--- src/rtl/pgmig_pkg.sv ---
// Shared types and constants for the PGM sample inverse-gamma block.
// No dependencies; used by every module under rtl/.
package pgmig_pkg;

  localparam int WORK_BITS      = 30;               // Q.30 working precision
  localparam int MUL_W          = WORK_BITS + 1;    // holds values up to 1.0
  localparam int PROD_W         = 2 * MUL_W;
  localparam int NUM_W          = WORK_BITS + 28;   // widest dividend
  localparam int DEN_W          = 27;               // 1099 * 65535 fits
  localparam int CNT_W          = 6;                // divider step counter
  localparam int LIN_W          = 17;
  localparam int FRAC_BITS_DEF  = 16;
  localparam int COUNT_BITS_DEF = 32;

  localparam logic [1:0] REG_MAX_LEVEL   = 2'd0;
  localparam logic [1:0] REG_PIXEL_LIMIT = 2'd1;
  localparam logic [1:0] REG_VALUE_FMT   = 2'd2;

  localparam logic FMT_LEVEL = 1'b0;
  localparam logic FMT_FRAC  = 1'b1;

  typedef struct packed {
    logic [15:0] sample;
    logic [15:0] level;     // effective max level, never zero
    logic        fmt;
    logic [31:0] index;
    logic        clamp;
    logic        last;
  } job_t;

endpackage

--- src/rtl/pgm_sample_inverse_gamma_top.sv ---
// Top level of the PGM sample inverse-gamma (Rec.709 linearization) block.
// Depends on pgmig_pkg, pgmig_front, pgmig_fifo and pgmig_back.
//
// Raw PGM raster bytes enter one per request on in_*; with max_level above
// 255 two bytes (high first) make one sample, otherwise each byte is one.
// Each sample is clamped to max_level and linearized with the Rec.709
// inverse transfer, then returned as a rounded level or a Q1.FRAC_BITS
// fraction on out_*. After pixel_limit pixels further bytes are swallowed.
// Bytes are taken at one per cycle while the two-entry queue has room; a
// byte that only completes half a sample or is past the limit yields no
// result. On a linear-segment value the back end runs one bit-serial
// NUM_W-step divide; on the power segment it runs the 58-step divide,
// one squaring product, then a 30-step 9th-root search where each step
// runs four products through the single shared 31x31 multiplier, then one
// final product (two for a level result). That shared multiplier and the
// divider set the rate. Config may only be written while idle.
module pgm_sample_inverse_gamma_top import pgmig_pkg::*; #(
  parameter int FRAC_BITS  = FRAC_BITS_DEF,
  parameter int COUNT_BITS = COUNT_BITS_DEF
) (
  input  logic        clk,
  input  logic        rst_n,
  // config: 0 max_level, 1 pixel_limit, 2 value_format
  input  logic        cfg_we,
  input  logic [1:0]  cfg_index,
  input  logic [31:0] cfg_wdata,
  // raster byte stream
  input  logic        in_tvalid,
  output logic        in_tready,
  input  logic [7:0]  in_tdata,    // [7:0] raster_byte
  // result stream
  output logic        out_tvalid,
  input  logic        out_tready,
  output logic [55:0] out_tdata,   // [31:0] pixel_index, [48:32] linear_value
  output logic        out_tuser,   // [0] clamped
  output logic        out_tlast    // last_pixel
);

  logic             push, full, empty, pop;
  job_t             job_w, job_q, res_job;
  logic [LIN_W-1:0] res_val;

  // Queue full is the only input backpressure.
  assign in_tready = !full;

  pgmig_front #(.COUNT_BITS(COUNT_BITS)) u_front (
    .clk, .rst_n,
    .cfg_we, .cfg_index, .cfg_wdata,
    .byte_vld (in_tvalid && in_tready),
    .byte_in  (in_tdata),
    .push,
    .job      (job_w)
  );

  pgmig_fifo u_fifo (
    .clk, .rst_n,
    .wr_en   (push),
    .wr_data (job_w),
    .rd_en   (pop),
    .rd_data (job_q),
    .full,
    .empty
  );

  pgmig_back #(.FRAC_BITS(FRAC_BITS)) u_back (
    .clk, .rst_n,
    .job_rdy  (!empty),
    .job_in   (job_q),
    .pop,
    .res_vld  (out_tvalid),
    .res_take (out_tready),
    .res_job,
    .res_val
  );

  // Pack the result fields, lowest field first, zero fill to whole bytes.
  assign out_tdata = {7'd0, res_val, res_job.index};
  assign out_tuser = res_job.clamp;
  assign out_tlast = res_job.last;

endmodule

--- src/rtl/pgmig_fifo.sv ---
// Two-entry request queue between the byte front end and the math back end.
// Depends on pgmig_pkg (job_t).
module pgmig_fifo import pgmig_pkg::*; (
  input  logic clk,
  input  logic rst_n,
  input  logic wr_en,
  input  job_t wr_data,
  input  logic rd_en,
  output job_t rd_data,
  output logic full,
  output logic empty
);

  job_t       mem_r [2];
  logic       wp_r, rp_r;
  logic [1:0] cnt_r;

  assign full    = (cnt_r == 2'd2);
  assign empty   = (cnt_r == 2'd0);
  assign rd_data = mem_r[rp_r];

  always_ff @(posedge clk) begin
    if (wr_en) begin
      mem_r[wp_r] <= wr_data;
    end
  end

  always_ff @(posedge clk) begin
    if (!rst_n) begin
      wp_r  <= 1'b0;
      rp_r  <= 1'b0;
      cnt_r <= 2'd0;
    end else begin
      if (wr_en) wp_r <= ~wp_r;
      if (rd_en) rp_r <= ~rp_r;
      cnt_r <= cnt_r + 2'(wr_en) - 2'(rd_en);
    end
  end

endmodule

--- src/rtl/pgmig_front.sv ---
// Front end: config registers, byte pairing, clamping and pixel counting.
// Depends on pgmig_pkg; pushes one job_t per complete sample.
module pgmig_front import pgmig_pkg::*; #(
  parameter int COUNT_BITS = COUNT_BITS_DEF
) (
  input  logic        clk,
  input  logic        rst_n,
  input  logic        cfg_we,
  input  logic [1:0]  cfg_index,
  input  logic [31:0] cfg_wdata,
  input  logic        byte_vld,
  input  logic [7:0]  byte_in,
  output logic        push,
  output job_t        job
);

  logic [15:0]           max_level_r;
  logic [31:0]           pixel_limit_r;
  logic                  fmt_r;
  logic [7:0]            held_r;
  logic                  phase_r;
  logic [COUNT_BITS-1:0] count_r;
  logic                  finished_r;

  logic [32:0]           cap;
  logic [COUNT_BITS-1:0] limit;
  logic [15:0]           lvl;
  logic                  two_byte;
  logic                  stop;
  logic [15:0]           raw;
  logic [COUNT_BITS:0]   count_inc;

  always_comb begin
    cap       = (33'd1 << COUNT_BITS) - 33'd1;
    limit     = ({1'b0, pixel_limit_r} > cap) ? cap[COUNT_BITS-1:0]
                                              : pixel_limit_r[COUNT_BITS-1:0];
    lvl       = (max_level_r == 16'd0) ? 16'd1 : max_level_r;
    two_byte  = (lvl > 16'd255);
    stop      = finished_r || (count_r >= limit);
    raw       = two_byte ? {held_r, byte_in} : {8'd0, byte_in};
    count_inc = {1'b0, count_r} + 1'b1;
    push      = byte_vld && !stop && !(two_byte && !phase_r);
    job.sample = (raw > lvl) ? lvl : raw;
    job.clamp  = (raw > lvl);
    job.level  = lvl;
    job.fmt    = fmt_r;
    job.index  = 32'(count_r);
    job.last   = (count_inc == {1'b0, limit});
  end

  always_ff @(posedge clk) begin
    if (!rst_n) begin
      max_level_r   <= 16'd255;
      pixel_limit_r <= 32'hFFFF_FFFF;
      fmt_r         <= FMT_LEVEL;
      held_r        <= 8'd0;
      phase_r       <= 1'b0;
      count_r       <= '0;
      finished_r    <= 1'b0;
    end else begin
      if (cfg_we) begin
        unique case (cfg_index)
          REG_MAX_LEVEL:   max_level_r   <= cfg_wdata[15:0];
          REG_PIXEL_LIMIT: pixel_limit_r <= cfg_wdata;
          REG_VALUE_FMT:   fmt_r         <= cfg_wdata[0];
          default: ;
        endcase
      end
      if (byte_vld) begin
        if (stop) begin
          finished_r <= 1'b1;
        end else if (two_byte && !phase_r) begin
          held_r  <= byte_in;
          phase_r <= 1'b1;
        end else begin
          phase_r <= 1'b0;
          count_r <= count_inc[COUNT_BITS-1:0];
          if (count_inc >= {1'b0, limit}) finished_r <= 1'b1;
        end
      end
    end
  end

endmodule

--- src/rtl/pgmig_back.sv ---
// Back end: bit-serial divider, shared Q.30 multiplier and 9th-root search.
// Depends on pgmig_pkg; pops job_t requests and drives the result channel.
module pgmig_back import pgmig_pkg::*; #(
  parameter int FRAC_BITS = FRAC_BITS_DEF
) (
  input  logic        clk,
  input  logic        rst_n,
  input  logic        job_rdy,
  input  job_t        job_in,
  output logic        pop,
  output logic        res_vld,
  input  logic        res_take,
  output job_t        res_job,
  output logic [LIN_W-1:0] res_val
);

  localparam int SHIFT = WORK_BITS - FRAC_BITS;
  localparam logic [MUL_W-1:0] ONE_Q = MUL_W'(1) << WORK_BITS;

  typedef enum logic [3:0] {
    S_IDLE, S_DIV, S_DIVD, S_SQR, S_SQRW, S_C2, S_C4, S_C8, S_P, S_CMP,
    S_FIN, S_FINY, S_FINM, S_OUT
  } state_t;

  state_t             state_r;
  job_t               job_r;
  logic [NUM_W-1:0]   num_r;
  logic [DEN_W-1:0]   rem_r, den_r;
  logic [CNT_W-1:0]   cnt_r;
  logic               pow_r;
  logic [MUL_W-1:0]   t_r, t2_r, root_r;
  logic [4:0]         bit_r;
  logic [PROD_W-1:0]  prod_r;
  logic [LIN_W-1:0]   res_r;

  logic [MUL_W-1:0]   mul_a, mul_b, prodq, cand;
  logic [DEN_W:0]     rem_sh;
  logic               ge;
  logic               lin_seg;
  logic [NUM_W-1:0]   num_init;
  logic [DEN_W-1:0]   den_init;
  logic [MUL_W:0]     frac_rnd;

  assign prodq = prod_r[WORK_BITS +: MUL_W];
  assign cand  = root_r | (MUL_W'(1) << bit_r);
  assign rem_sh = {rem_r, num_r[NUM_W-1]};
  assign ge     = (rem_sh >= {1'b0, den_r});
  assign pop    = (state_r == S_IDLE) && job_rdy;
  assign res_vld = (state_r == S_OUT);
  assign res_job = job_r;
  assign res_val = res_r;
  assign frac_rnd = {1'b0, prodq} + ((MUL_W+1)'(1) << (SHIFT - 1));

  // segment select and divider operands for the popped request
  always_comb begin
    lin_seg = (26'(job_in.sample) * 26'd1000) < (26'(job_in.level) * 26'd81);
    if (lin_seg && job_in.fmt == FMT_LEVEL) begin
      num_init = NUM_W'({job_in.sample, 2'b00}) + NUM_W'(9);
      den_init = DEN_W'(18);
    end else if (lin_seg) begin
      num_init = (NUM_W'({job_in.sample, 2'b00}) << FRAC_BITS)
               + NUM_W'(20'(job_in.level) * 20'd9);
      den_init = DEN_W'(job_in.level) * DEN_W'(18);
    end else begin
      num_init = NUM_W'(DEN_W'(job_in.sample) * DEN_W'(1000)
               + DEN_W'(job_in.level) * DEN_W'(99)) << WORK_BITS;
      den_init = DEN_W'(job_in.level) * DEN_W'(1099);
    end
  end

  // shared multiplier operand select
  always_comb begin
    unique case (state_r)
      S_SQR:       begin mul_a = t_r;    mul_b = t_r;    end
      S_C2:        begin mul_a = cand;   mul_b = cand;   end
      S_C4, S_C8:  begin mul_a = prodq;  mul_b = prodq;  end
      S_P:         begin mul_a = prodq;  mul_b = cand;   end
      S_FIN:       begin mul_a = t2_r;   mul_b = root_r; end
      S_FINY:      begin mul_a = prodq;  mul_b = MUL_W'(job_r.level); end
      default:     begin mul_a = '0;     mul_b = '0;     end
    endcase
  end

  always_ff @(posedge clk) begin
    prod_r <= mul_a * mul_b;
  end

  always_ff @(posedge clk) begin
    if (!rst_n) begin
      state_r <= S_IDLE;
    end else begin
      unique case (state_r)
        S_IDLE: begin
          if (job_rdy) begin
            job_r   <= job_in;
            pow_r   <= !lin_seg;
            num_r   <= num_init;
            den_r   <= den_init;
            rem_r   <= '0;
            cnt_r   <= CNT_W'(NUM_W - 1);
            state_r <= S_DIV;
          end
        end
        S_DIV: begin
          num_r <= {num_r[NUM_W-2:0], ge};
          rem_r <= ge ? DEN_W'(rem_sh - {1'b0, den_r}) : rem_sh[DEN_W-1:0];
          cnt_r <= cnt_r - 1'b1;
          if (cnt_r == '0) state_r <= S_DIVD;
        end
        S_DIVD: begin
          if (pow_r) begin
            t_r     <= (num_r > NUM_W'(ONE_Q)) ? ONE_Q : num_r[MUL_W-1:0];
            state_r <= S_SQR;
          end else begin
            res_r   <= num_r[LIN_W-1:0];
            state_r <= S_OUT;
          end
        end
        S_SQR: state_r <= S_SQRW;
        S_SQRW: begin
          t2_r <= prodq;
          if (prodq >= ONE_Q) begin
            root_r  <= ONE_Q;
            state_r <= S_FIN;
          end else begin
            root_r  <= '0;
            bit_r   <= 5'(WORK_BITS - 1);
            state_r <= S_C2;
          end
        end
        S_C2: state_r <= S_C4;
        S_C4: state_r <= S_C8;
        S_C8: state_r <= S_P;
        S_P:  state_r <= S_CMP;
        S_CMP: begin
          if (prodq <= t2_r) root_r <= cand;
          bit_r <= bit_r - 1'b1;
          state_r <= (bit_r == '0) ? S_FIN : S_C2;
        end
        S_FIN: state_r <= S_FINY;
        S_FINY: begin
          if (job_r.fmt == FMT_FRAC) begin
            res_r   <= LIN_W'(frac_rnd >> SHIFT);
            state_r <= S_OUT;
          end else begin
            state_r <= S_FINM;
          end
        end
        S_FINM: begin
          res_r   <= LIN_W'((prod_r + (PROD_W'(1) << (WORK_BITS - 1))) >> WORK_BITS);
          state_r <= S_OUT;
        end
        S_OUT: begin
          if (res_take) state_r <= S_IDLE;
        end
        default: state_r <= S_IDLE;
      endcase
    end
  end

endmodule
--- config.mk ---
export PLATFORM = sky130hd
export DESIGN_NAME = pgm_sample_inverse_gamma_top
export DESIGN_NICKNAME = d
export VERILOG_FILES = /design/src/rtl/pgmig_pkg.sv /design/src/rtl/pgm_sample_inverse_gamma_top.sv /design/src/rtl/pgmig_fifo.sv /design/src/rtl/pgmig_front.sv /design/src/rtl/pgmig_back.sv
export SDC_FILE = /design/constraint.sdc
export NUM_CORES = 2
export LEC_CHECK = 0
export BUFFER_PORTS_ARGS = -buffer_cell sky130_fd_sc_hd__buf_2
export CORE_AREA = 3 3 420 422
export DETAILED_ROUTE_END_ITERATION = 8
export DIE_AREA = 0 0 423 425
export GPL_TIMING_DRIVEN = 0
export PLACE_DENSITY_LB_ADDON = 0.3
export SLEW_MARGIN = 20
export SYNTH_ARGS = -nofsm -noshare
export SYNTH_HDL_FRONTEND = slang
export SYNTH_SLANG_ARGS = --single-unit
--- constraint.sdc ---
create_clock -name clk -period 15.1 [get_ports clk]
set_input_delay 0 -clock clk [delete_from_list [all_inputs] [get_ports clk]]
set_output_delay 0 -clock clk [all_outputs]
set_load 0.005 [all_outputs]
==> out/results.tsv <==
stage	metric	value	unit
clock_network	cts-htree-levels	2	
sta	hold_ws	0.123	ns
placement	dpl.hpwl	206000	um
floorplan	coreArea	173000	um2
worst_setup_path	worstSetupPathType	reg2reg	
grt	grt_overflow	0	
sta	maxSlewHeadroom	15.6	%
placement	portBuffers	98	
synthesis	ys_ff_latch	551	
cells_and_area	n_fill_cell	17000	
sta	setup_viol	0	
drt	wl_per_cell	25.5	um
floorplan	dieArea	180000	um2
cells_and_area	drive_gt1_share	5.02	%
synthesis	synthTopCellsByCount	1298 x inv_1, 984 x fa_1, 927 x nand2_1, 704 x ha_1, 686 x nor2_1	
floorplan	top_level_ports	107	
grt	grt_pass1_wl	373000	um
synthesis	postSynthAreaPerCell	9.43	um2
synthesis	netlist-cell-type-count	82	
sta	max_freq	76.0	MHz
cells_and_area	syn_to_final_growth	9.46	%
clock_network	cts_tree	done	
cells_and_area	fin_nets	9303	
worst_setup_path	arrival	13.70	ns
worst_setup_path	cp-end-kind	flop	
run	maxCapViolations	0	
drt	ant_nets	0	
clock_network	cts_made_buffers	56	
synthesis	synth_cells	7336	
cells_and_area	finalInstanceArea	75700	um2
clock_network	post_cts_buffers	0	
grt	antenna_found_initial	5	
clock_network	root_buffer	clkbuf_16	
floorplan	die_h	425	um
synthesis	synth_area_leaders	fa_1 28%, edfxtp_1 18%, ha_1 13%, inv_1 7.0%, nand2_1 5.0%	
synthesis	ys_seq_area_share	22.0	%
sta	finalClockSkew	0.0583	ns
outcome	outcome	completed	
clock_network	cts_sinks	551	
synthesis	yosysTopAreaCellShare	28.5	%
cells_and_area	regArea	15200	um2
cells_and_area	multiInputGateArea	47800	um2
placement	placed_area	73100	um2
drt	drtPass1Iterations	6	
clock_network	clock_latency	0.68	ns
worst_setup_path	cp_slowest_cell	clkbuf_1	
sta	period_share	87.2	%
clock_network	post_cts_resize_count	0	
worst_setup_path	required	15.64	ns
sta	slew_viol_final	0	
worst_setup_path	path_max_fanout	10	
synthesis	synth.largest_area_cell	fa_1	
floorplan	start_util	39.9	%
sta	tightestPinTransition	1.27	ns
synthesis	synth-async-reset-ratio	0	%
sta	finalSetupTns	0	ns
worst_setup_path	start_kind	flop	
drt	routed_wl	254000	um
synthesis	synth_area	69200	um2
synthesis	synth_edf_count	419	
drt	drcViolationCount	0	
synthesis	ys_warn_count	0	
floorplan	placement_rows	153	
worst_setup_path	cp_common_cell	fa_1	
grt	grt_pass1_vias	56800	
drt	via_per_inst	5.58	
worst_setup_path	cp_slowest_stage_delay	0.91	ns
synthesis	post-synth-top-count-cell	inv_1	
placement	gp_congestion	1.03	
grt	grt_max_degree	57	
sta	hold_violations	0	
clock_network	cts.path.max_buffers	3	
sta	rsz0062_at_grt	false	
grt	grtUsageTotal	28.1	%
drt	via_count	55500	
clock_network	cts_hold_buf	49	
drt	dr.first_iter.drc_count	5249	
floorplan	die_width	423	um
synthesis	synthFlopType	edfxtp_1	
min_path	hp-class	in2reg	
sta	period_needed	13.16	ns
clock_network	clkTransAtPathRegs	0.07	ns
layout by cell type (no fill, tap or decap), types with 103 or more instances in the layout:
| cell | count |
|---|---|
| o21ai_0 | 140 |
| a21o_1 | 116 |
| a21oi_1 | 258 |
| ha_1 | 704 |
| fa_1 | 984 |
| edfxtp_1 | 419 |
| clkbuf_1 | 300 |
| nand2_1 | 927 |
| dfxtp_1 | 132 |
| buf_2 | 103 |
| inv_1 | 1297 |
| xnor2_1 | 155 |
| nor2_1 | 684 |
metrics by stage:
stage	utilization, %	setup WS, ns	instances
after global routing	43.7	1.71	9941
after detailed placement	42.2	2.35	9786
after floorplan	-	6.01	7342
after global placement	41.9	2.16	9765
final	43.7	1.94	9946
after CTS	43.7	2.30	9940
state kept, by name (all words and copies together), names as in the netlist, named ones only:
| name | cells |
|---|---|
| u_back.num_r | 58 |
| u_back.res_job | 51 |
| u_back.state_r | 4 |
| u_front.limit | 32 |
| u_back.den_r | 27 |
| u_back.res_val | 17 |
| u_back.bit_r | 5 |
| u_back.pow_r | 1 |
| u_fifo.cnt_r | 2 |
| u_fifo.mem_r | 134 |
| u_front.phase_r | 1 |
| u_back.prod_r | 32 |
| u_fifo.wp_r | 1 |
| u_front.finished_r | 1 |
| u_back.t_r | 31 |
| u_front.count_r | 32 |
| u_back.t2_r | 31 |
| u_front.max_level_r | 16 |
| u_front.held_r | 8 |
| u_fifo.rp_r | 1 |
| u_back.cnt_r | 6 |
| u_back.root_r | 31 |
| u_back.rem_r | 27 |
| u_front.fmt_r | 1 |
critical path: cells and delay by family (launching register included):
family          cells  cell delay, ns
compound gates      8            2.93
simple gates        7            2.30
buf+inv             9            2.84
flops               1            0.40
xor+xnor            1            0.19
fa+ha+maj           9            4.33
metal layers:
| metal | global-route usage [%] | routed length, um | up-vias |
|---|---|---|---|
| met5 | 0 | 47 | - |
| met4 | 14.3 | 16400 | 6 |
| met3 | 5.82 | 22800 | 668 |
| met2 | 45.4 | 116000 | 2697 |
| met1 | 35.5 | 98900 | 27900 |
| li1 | - | - | 24200 |
layout make-up:
cell class	instances	area share, %
buffer	364	2.02
inverter	1299	6.44
clock inverter	38	0.811
clock buffer	67	1.95
tap	2325	3.84
multi-input combinational	5128	63.1
sequential	551	20.1
timing repair buffer	168	1.68
antenna	6	0.0198
worst paths after layout:
path / startpoint / end / slack, ns / depth (start not counted)
setup / recovery: u_back.state_r[1] / u_back.prod_r[60] / 1.94 / 34
hold / removal: cfg_wdata[17] / u_front.limit[17] / 0.12 / 4
setup reg to reg: u_back.state_r[1] / u_back.prod_r[60] / 1.94 / 34
hold reg to reg: u_front.held_r[1] / u_front.held_r[1] / 0.46 / 2
kinds of logic (layout without fill, tap and decap cells):
| family | after synthesis | in the layout | share of synthesized area (%) |
|---|---|---|---|
| adder cells (fa/ha/maj) | 1688 | 1688 | 41.2 |
| AND/OR/NAND/NOR | 2107 | 2107 | 13.1 |
| other | 1 | 13 | 0.00542 |
| XOR/XNOR | 242 | 242 | 3.06 |
| buffers and inverters | 1663 | 1936 | 9.25 |
| AO/OA/AOI/OAI | 966 | 966 | 9.54 |
| flip-flops | 551 | 551 | 22.0 |
| multiplexers | 118 | 118 | 1.81 |
Power is left out: the tool's default activity adds up to more than one toggle a clock period on the data nets, which glitch-free logic cannot reach.
